<file path="src/sv/stpm_pkg.sv">
`timescale 1ns / 1ps
`default_nettype none
// ----------------------------------------------------------------------------
// stpm_pkg: shared constants for the seed tube pulse monitor
// Field widths, register indexes, reset values and limit arithmetic constants.
// ----------------------------------------------------------------------------
package stpm_pkg;

    // Field widths
    localparam int LEVEL_W   = 6;
    localparam int CNT_W     = 16;
    localparam int TURN_W    = 32;
    localparam int CFG_IDX_W = 1;
    localparam int CFG_DAT_W = 16;

    // Default channel count; contact inputs exist for LEVEL_W channels only
    localparam int DEFAULT_CHANNELS = 6;

    // Configuration register indexes
    localparam logic [CFG_IDX_W-1:0] REG_INITIAL_PERIOD = 1'd0;
    localparam logic [CFG_IDX_W-1:0] REG_MIN_GAP        = 1'd1;

    // Reset values
    localparam logic [CNT_W-1:0] INIT_PERIOD_RST = 16'd200;
    localparam logic [CNT_W-1:0] MIN_GAP_RST     = 16'd2;
    localparam logic [CNT_W-1:0] PERIOD_UNKNOWN  = 16'hFFFF;

    // Limit is floor(LIMIT_NUM * period / LIMIT_DEN), compared without a divide:
    //   sum <= limit  <=>  LIMIT_DEN * sum <= LIMIT_NUM * period
    //   sum >= limit  <=>  LIMIT_DEN * sum + LIMIT_DEN > LIMIT_NUM * period
    localparam int CMP_W     = 20;
    localparam int LIMIT_NUM = 13;
    localparam int LIMIT_DEN = 10;

    typedef logic [CNT_W-1:0] cnt_t;

endpackage : stpm_pkg
`default_nettype wire

</file>
<file path="src/sv/stpm_in_if.sv">
`timescale 1ns / 1ps
`default_nettype none
// ----------------------------------------------------------------------------
// stpm_in_if: input channel of the pulse monitor
// Valid/ready channel carrying the command bit and the contact sample.
// ----------------------------------------------------------------------------
interface stpm_in_if;
    logic                          valid;
    logic                          ready;
    logic                          func;
    logic [stpm_pkg::LEVEL_W-1:0]  contact_levels;

    modport source (output valid, output func, output contact_levels, input ready);
    modport sink   (input valid, input func, input contact_levels, output ready);
endinterface : stpm_in_if
`default_nettype wire

</file>
<file path="src/sv/stpm_out_if.sv">
`timescale 1ns / 1ps
`default_nettype none
// ----------------------------------------------------------------------------
// stpm_out_if: result channel of the pulse monitor
// Valid/ready channel carrying health mask, last period and turn count.
// ----------------------------------------------------------------------------
interface stpm_out_if;
    logic                          valid;
    logic                          ready;
    logic [stpm_pkg::LEVEL_W-1:0]  healthy_mask;
    logic [stpm_pkg::CNT_W-1:0]    last_period;
    logic [stpm_pkg::TURN_W-1:0]   turn_count;

    modport source (output valid, output healthy_mask, output last_period,
                    output turn_count, input ready);
    modport sink   (input valid, input healthy_mask, input last_period,
                    input turn_count, output ready);
endinterface : stpm_out_if
`default_nettype wire

</file>
<file path="src/sv/seed_tube_pulse_monitor.sv">
`timescale 1ns / 1ps
`default_nettype none
// ----------------------------------------------------------------------------
// seed_tube_pulse_monitor: per-tick pulse period and health tracking
// Tick: the sequencer takes each channel through two passes (contact,
//   timeout) through one shared limit comparator, then loads the result in
//   the done state once the output register is free.
// Clear: zeroes the turn count and goes straight to the done state. One item
//   at a time; the next transfer is taken as soon as the result is in the
//   output register, even if it is not yet taken.
// Reset (rst_n, async low): counters and health zero, period unknown,
//   registers at initial_period 200 and min_gap 2.
// ----------------------------------------------------------------------------
module seed_tube_pulse_monitor #(
    parameter int CHANNELS = stpm_pkg::DEFAULT_CHANNELS
) (
    input  wire logic                            clk,
    input  wire logic                            rst_n,
    input  wire logic                            cfg_we,
    input  wire logic [stpm_pkg::CFG_IDX_W-1:0]  cfg_index,
    input  wire logic [stpm_pkg::CFG_DAT_W-1:0]  cfg_data,
    stpm_in_if.sink                              in_ch,
    stpm_out_if.source                           out_ch
);
    import stpm_pkg::*;

    localparam int CH_W = (CHANNELS > 1) ? $clog2(CHANNELS) : 1;

    // Sequencer states
    localparam logic [1:0] ST_IDLE  = 2'd0;
    localparam logic [1:0] ST_CHK_A = 2'd1;   // contact pass
    localparam logic [1:0] ST_CHK_B = 2'd2;   // timeout pass
    localparam logic [1:0] ST_DONE  = 2'd3;

    logic [1:0]          state_reg, state_next;
    logic [CH_W-1:0]     ch_reg, ch_next;
    logic [LEVEL_W-1:0]  levels_reg, levels_next;

    cnt_t                init_period_reg, init_period_next;
    cnt_t                min_gap_reg, min_gap_next;

    cnt_t                gap_reg  [CHANNELS];
    cnt_t                gap_next [CHANNELS];
    cnt_t                hold_reg  [CHANNELS];
    cnt_t                hold_next [CHANNELS];
    cnt_t                exp_reg, exp_next;
    cnt_t                period_reg, period_next;
    logic [CHANNELS-1:0] health_reg, health_next;
    logic [TURN_W-1:0]   turns_reg, turns_next;

    logic                out_valid_reg, out_valid_next;
    logic [LEVEL_W-1:0]  mask_reg, mask_next;
    cnt_t                last_period_reg, last_period_next;
    logic [TURN_W-1:0]   turn_count_reg, turn_count_next;

    // Closed contact per channel; channels without an input read as open
    logic [CHANNELS-1:0] closed_vec;
    logic [LEVEL_W-1:0]  health_view;

    for (genvar k = 0; k < CHANNELS; k++) begin : g_closed
        if (k < LEVEL_W) begin : g_in
            assign closed_vec[k] = ~levels_reg[k];
        end else begin : g_none
            assign closed_vec[k] = 1'b0;
        end
    end

    for (genvar k = 0; k < LEVEL_W; k++) begin : g_view
        if (k < CHANNELS) begin : g_in
            assign health_view[k] = health_next[k];
        end else begin : g_none
            assign health_view[k] = 1'b0;
        end
    end

    // Shared limit comparator: LIMIT_DEN*sum (+LIMIT_DEN on timeout pass)
    // against LIMIT_NUM*expected_period
    cnt_t             gap_cur, hold_cur, cmp_sum;
    logic [CMP_W-1:0] cmp_lhs, cmp_rhs;
    logic             cmp_gt;

    assign gap_cur  = gap_reg[ch_reg];
    assign hold_cur = hold_reg[ch_reg];
    assign cmp_sum  = gap_cur + hold_cur;
    assign cmp_lhs  = CMP_W'(cmp_sum) * CMP_W'(LIMIT_DEN)
                    + ((state_reg == ST_CHK_B) ? CMP_W'(LIMIT_DEN) : CMP_W'(0));
    assign cmp_rhs  = CMP_W'(exp_reg) * CMP_W'(LIMIT_NUM);
    assign cmp_gt   = cmp_lhs > cmp_rhs;

    logic accept_in;
    logic pulse_ok;

    assign accept_in = in_ch.valid && in_ch.ready;
    assign pulse_ok  = closed_vec[ch_reg] && (gap_cur > min_gap_reg) && !cmp_gt;

    // Next-state logic
    always_comb
    begin
        state_next       = state_reg;
        ch_next          = ch_reg;
        levels_next      = levels_reg;
        init_period_next = init_period_reg;
        min_gap_next     = min_gap_reg;
        gap_next         = gap_reg;
        hold_next        = hold_reg;
        exp_next         = exp_reg;
        period_next      = period_reg;
        health_next      = health_reg;
        turns_next       = turns_reg;
        out_valid_next   = out_valid_reg;
        mask_next        = mask_reg;
        last_period_next = last_period_reg;
        turn_count_next  = turn_count_reg;

        // configuration writes
        if (cfg_we)
        begin
            case (cfg_index)
                REG_INITIAL_PERIOD: init_period_next = cfg_data;
                REG_MIN_GAP:        min_gap_next     = cfg_data;
                default:            ;
            endcase
        end

        // output register drains on transfer
        if (out_valid_reg && out_ch.ready)
        begin
            out_valid_next = 1'b0;
        end

        case (state_reg)
            ST_IDLE:
            begin
                if (accept_in)
                begin
                    levels_next = in_ch.contact_levels;
                    ch_next     = '0;
                    if (in_ch.func)
                    begin
                        turns_next = '0;
                        state_next = ST_DONE;
                    end
                    else
                    begin
                        if (health_reg == '0)
                        begin
                            exp_next    = init_period_reg;
                            period_next = PERIOD_UNKNOWN;
                        end
                        state_next = ST_CHK_A;
                    end
                end
            end

            ST_CHK_A:
            begin
                if (closed_vec[ch_reg])
                begin
                    if (pulse_ok)
                    begin
                        turns_next          = turns_reg + 1'b1;
                        exp_next            = cmp_sum;
                        period_next         = cmp_sum;
                        health_next[ch_reg] = 1'b1;
                        hold_next[ch_reg]   = CNT_W'(1);
                    end
                    else
                    begin
                        hold_next[ch_reg] = hold_cur + 1'b1;
                    end
                    gap_next[ch_reg] = '0;
                end
                state_next = ST_CHK_B;
            end

            ST_CHK_B:
            begin
                if (cmp_gt)
                begin
                    health_next[ch_reg] = 1'b0;
                    hold_next[ch_reg]   = '0;
                end
                else
                begin
                    gap_next[ch_reg] = gap_cur + 1'b1;
                end
                if (ch_reg == CH_W'(CHANNELS - 1))
                begin
                    state_next = ST_DONE;
                end
                else
                begin
                    ch_next    = ch_reg + 1'b1;
                    state_next = ST_CHK_A;
                end
            end

            ST_DONE:
            begin
                // load result once the output register is free
                if (!out_valid_reg || out_ch.ready)
                begin
                    out_valid_next   = 1'b1;
                    mask_next        = health_view;
                    last_period_next = period_reg;
                    turn_count_next  = turns_reg;
                    state_next       = ST_IDLE;
                end
            end

            default:
            begin
                state_next = ST_IDLE;
            end
        endcase
    end

    // State registers
    always_ff @(posedge clk or negedge rst_n)
    begin
        if (!rst_n)
        begin
            state_reg       <= ST_IDLE;
            ch_reg          <= '0;
            init_period_reg <= INIT_PERIOD_RST;
            min_gap_reg     <= MIN_GAP_RST;
            for (int k = 0; k < CHANNELS; k++)
            begin
                gap_reg[k]  <= '0;
                hold_reg[k] <= '0;
            end
            exp_reg         <= '0;
            period_reg      <= PERIOD_UNKNOWN;
            health_reg      <= '0;
            turns_reg       <= '0;
            out_valid_reg   <= 1'b0;
        end
        else
        begin
            state_reg       <= state_next;
            ch_reg          <= ch_next;
            init_period_reg <= init_period_next;
            min_gap_reg     <= min_gap_next;
            gap_reg         <= gap_next;
            hold_reg        <= hold_next;
            exp_reg         <= exp_next;
            period_reg      <= period_next;
            health_reg      <= health_next;
            turns_reg       <= turns_next;
            out_valid_reg   <= out_valid_next;
        end
    end

    // Payload registers
    always_ff @(posedge clk)
    begin
        levels_reg      <= levels_next;
        mask_reg        <= mask_next;
        last_period_reg <= last_period_next;
        turn_count_reg  <= turn_count_next;
    end

    assign in_ch.ready         = (state_reg == ST_IDLE);
    assign out_ch.valid        = out_valid_reg;
    assign out_ch.healthy_mask = mask_reg;
    assign out_ch.last_period  = last_period_reg;
    assign out_ch.turn_count   = turn_count_reg;

endmodule : seed_tube_pulse_monitor
`default_nettype wire
</file>
<file path="src/flat_wrapper.sv">
// flat-port wrapper written by rule: the top's interface ports become plain ports
module seed_tube_pulse_monitor_flat import stpm_pkg::*;
#(
    parameter int CHANNELS = stpm_pkg::DEFAULT_CHANNELS
)
  (clk, rst_n, cfg_we, cfg_index, cfg_data, in_ch_valid, in_ch_func, in_ch_contact_levels, in_ch_ready, out_ch_valid, out_ch_healthy_mask, out_ch_last_period, out_ch_turn_count, out_ch_ready);
  stpm_in_if in_ch_i ();
  stpm_out_if out_ch_i ();
  input  wire logic clk;
  input  wire logic rst_n;
  input  wire logic cfg_we;
  input  wire logic [stpm_pkg::CFG_IDX_W-1:0] cfg_index;
  input  wire logic [stpm_pkg::CFG_DAT_W-1:0] cfg_data;
  input wire logic [$bits(in_ch_i.valid)-1:0] in_ch_valid;
  input wire logic [$bits(in_ch_i.func)-1:0] in_ch_func;
  input wire logic [$bits(in_ch_i.contact_levels)-1:0] in_ch_contact_levels;
  output wire logic [$bits(in_ch_i.ready)-1:0] in_ch_ready;
  output wire logic [$bits(out_ch_i.valid)-1:0] out_ch_valid;
  output wire logic [$bits(out_ch_i.healthy_mask)-1:0] out_ch_healthy_mask;
  output wire logic [$bits(out_ch_i.last_period)-1:0] out_ch_last_period;
  output wire logic [$bits(out_ch_i.turn_count)-1:0] out_ch_turn_count;
  input wire logic [$bits(out_ch_i.ready)-1:0] out_ch_ready;
  assign in_ch_i.valid = in_ch_valid;
  assign in_ch_i.func = in_ch_func;
  assign in_ch_i.contact_levels = in_ch_contact_levels;
  assign in_ch_ready = in_ch_i.ready;
  assign out_ch_valid = out_ch_i.valid;
  assign out_ch_healthy_mask = out_ch_i.healthy_mask;
  assign out_ch_last_period = out_ch_i.last_period;
  assign out_ch_turn_count = out_ch_i.turn_count;
  assign out_ch_i.ready = out_ch_ready;
  seed_tube_pulse_monitor #(.CHANNELS(CHANNELS)) u_core (.clk(clk), .rst_n(rst_n), .cfg_we(cfg_we), .cfg_index(cfg_index), .cfg_data(cfg_data), .in_ch(in_ch_i), .out_ch(out_ch_i));
endmodule
</file>
<file path="config.mk">
export PLATFORM = sky130hd
export DESIGN_NAME = seed_tube_pulse_monitor_flat
export DESIGN_NICKNAME = d
export VERILOG_FILES = /design/src/sv/stpm_pkg.sv /design/src/sv/stpm_in_if.sv /design/src/sv/stpm_out_if.sv /design/src/sv/seed_tube_pulse_monitor.sv /design/src/flat_wrapper.sv
export SDC_FILE = /design/constraint.sdc
export NUM_CORES = 1
export LEC_CHECK = 0
export BUFFER_PORTS_ARGS = -buffer_cell sky130_fd_sc_hd__buf_4
export CAP_MARGIN = 40
export CORE_MARGIN = 2
export CORE_UTILIZATION = 53
export DETAILED_ROUTE_END_ITERATION = 8
export GPL_TIMING_DRIVEN = 1
export HOLD_SLACK_MARGIN = 0.06
export PLACE_DENSITY = 0.77
export SLEW_MARGIN = 20
export SYNTH_ARGS = -nofsm -noshare
export SYNTH_HDL_FRONTEND = slang
export SYNTH_SLANG_ARGS = --single-unit
</file>
<file path="constraint.sdc">
create_clock -name clk -period 16.75 [get_ports clk]
set_input_delay 1.675 -clock clk [delete_from_list [all_inputs] [get_ports clk]]
set_output_delay 1.675 -clock clk [all_outputs]
set_load 0.03 [all_outputs]
</file>
==> flow_summary.toml <==
[pwr]
power.total_mw = 4.52
power_switching_share_pct = 44.3
p_per_area_nw_per_um2 = 189
p_switching_mw = 2.00
p_int_mw = 2.51
ir_drop_mv = 0.122
leakagePower_nw = 10.6
p_comb_share_pct = 55.0
p_seq_share_pct = 25.6
power_frac_clock_pct = 19.5

[layout]
fin_cells = 2546
drive_above_1_share_pct = 25.1
syn2layout_area_growth_pct = 11.8
stdcell_area_um2 = 23900
nets = 2150
fill_cells = 3190

[timing]
finalSetupViolCount = 0
fin_setup_tns_ns = 0
holdWs_ns = 0.470
min_period_over_period_pct = 66.3
rsz0062_at_grt = "no"
drv_slew = 0
tightest_slew_ns = 0.909
finalHoldViolations = 0
fmax_ghz = 0.0900
clock_skew_ns = 0.0407
relSlewSlack_pct = 38.4
period_minus_slack_ns = 11.11

[global_route]
grt-ovfl-total = 0
grt_usage_pct = 25.6
grt_pass1_vias = 15800
grt_first_pass_wirelength_um = 84800
antenna_found_initial = 1
grt_max_degree = 112

[setup_path]
cpMaxStageDelayCell = "dfrtp_2"
critical_path_class = "flop to flop"
critPathMostFrequentCell = "xnor2_1"
start_kind = "flop"
reg2reg_setup_slack_ns = 5.64
worst_ep_arrival_time_ns = 11.54
worst-r2r-cell-count = 33
r2r_start = "u_core.ch_reg[0]"
rr_endpoint = "u_core.hold_reg[38]"
critPathCaptureType = "flop"
critPathMaxStageDelay_ns = 0.80
worstPathRequired_ns = 17.19
crit_path_max_fanout = 55

[logic_synthesis]
yosys_warnings = 0
synthFlopType = "dfrtp_1"
synth_area_um2 = 21300
ys_types = 104
synth_area_leader_cell = "dfrtp_1"
synth_top_area_share_pct = 32.8
synth_area_leaders = "dfrtp_1, mux2_2, edfxtp_1"
syn_inst = 1912
ys_ff_latch = 360
async_flop_share_pct = 83.3
synth_nets = 2074
syn_area_per_cell_um2 = 11.2
yosysSeqAreaShare_pct = 43.7
synth_most_common_cell = "dfrtp_1"
netlist_top_cells_count = "dfrtp_1, mux2_2, ha_1"
synth_edf_count = 60

[clock_network]
ctsHoldBuffers = 0
cts-htree-levels = 2
clock_path_buffers = 3
clkTransAtPathRegs_ns = 0.06
cts_made_buffers = 40
clock-root-buffer = "clkbuf_16"
cts_setup_buffers = 0
cts_num_sinks = 360
cts_tree = "done"
cts_resized = 0
clock_latency_ns = 0.57

[placed_design]
gp_congestion = 0.904
dp_hpwl_um = 37200
dp.cells = 2466
port_buffers = 84
dpl_cell_area_um2 = 22500

[route]
routed_wl_um = 53000
drtPass1Iterations = 6
vias_per_cell = 6.20
drtIter0Drc = 1400
vias = 15800
wl_per_cell_um = 20.8
ant_nets = 0
drc = 0

[status]
status = "finished clean"

[min_path]
hold_end = "u_core.out_ch.turn_count[31]"
worstHoldStart = "u_core.turns_reg[31]"
hold_path_class = "flop to flop"
whs_path_depth = 0

[floorplanning]
die-area_um2 = 41900
rows = 73
coreArea_um2 = 39700
ios = 85
fp.dieW_um = 205
die_y_um = 205
start_util_pct = 53.7

[flow_run]
maxCapViolations = 0
==> logic make-up (layout without fill, tap and decap cells) <==
group | count (synthesis) | after routing | share of synthesized area (%)
and+or+nand+nor | 431 | 431 | 11.1
AOI/OAI and AO/OA | 421 | 421 | 14.1
DFF | 360 | 360 | 43.7
muxes | 295 | 295 | 15.5
buffers and inverters | 198 | 306 | 4.26
adders and majority gates | 133 | 133 | 8.32
xor gates and xnor gates | 74 | 74 | 3.07
other | 0 | 1 | 0
==> worst max-delay path by stage <==
stage,startpoint,cells after the start,end
2_1_floorplan,u_core.ch_reg[0],34,u_core.hold_reg[12]
3_3_place_gp,u_core.ch_reg[0],31,u_core.exp_reg[0]
3_5_place_dp,u_core.ch_reg[0],32,u_core.hold_reg[38]
4_1_cts,u_core.ch_reg[0],32,u_core.hold_reg[38]
5_1_grt,u_core.ch_reg[0],33,u_core.hold_reg[38]
6_report,u_core.ch_reg[0],33,u_core.hold_reg[38]
==> power by group through the flow <==
stage	Clock [mW]	Combinational (mW)	Sequential [mW]
after floorplan	0	1.77	1.20
after global placement	0	2.34	1.16
after detailed placement	0	2.44	1.17
after CTS	0.896	2.45	1.15
after global routing	0.933	2.75	1.17
final	0.879	2.48	1.15
==> metrics by stage <==
step | setup slack [ns] | utilization, %
floorplan | 8.85 | -
global placement | 5.86 | 56.2
CTS | 5.77 | 59.9
detailed placement | 5.88 | 56.6
finish | 5.64 | 60.1
global route | 5.09 | 60.1
==> cell type report <==
class,instances,area [um^2],area share [%]
well taps,525,657,2.75
flip-flops and latches,360,9340,39.1
repair buffers,118,995,4.17
clock buffers,60,1170,4.90
inverters,114,428,1.79
diodes,1,2.50,0.0105
multi-input cells,1354,11100,46.7
clock inverters,14,140,0.587
==> per-layer routing <==
layer	wire [um]	track usage, %	vias up
met3	3370	4.44	116
met4	1730	9.27	0
met5	0	0	-
li1	-	-	7219
met2	26000	43.0	566
met1	21900	33.2	7891
==> critical path, delay by kind of cell (launching register included) <==
kind / cells / cell delay, ns
compound gates: 13 / 3.47
simple gates: 6 / 2.01
buf+inv: 4 / 1.68
fa+ha+maj: 4 / 1.36
xor+xnor: 5 / 1.23
flops: 1 / 0.80
mux: 1 / 0.35
==> layout by cell type, fill, tap and decap left out, types with 60 or more instances in the layout <==
cell,Yosys,routed
buf_4,16,102
mux2_2,226,226
a21oi_1,70,70
o21ai_0,94,94
nand2_1,105,104
ha_1,118,117
nor2_1,65,65
inv_1,113,113
dfrtp_1,280,277
edfxtp_1,60,60
Note: power is estimated with default switching activity, not from simulation.
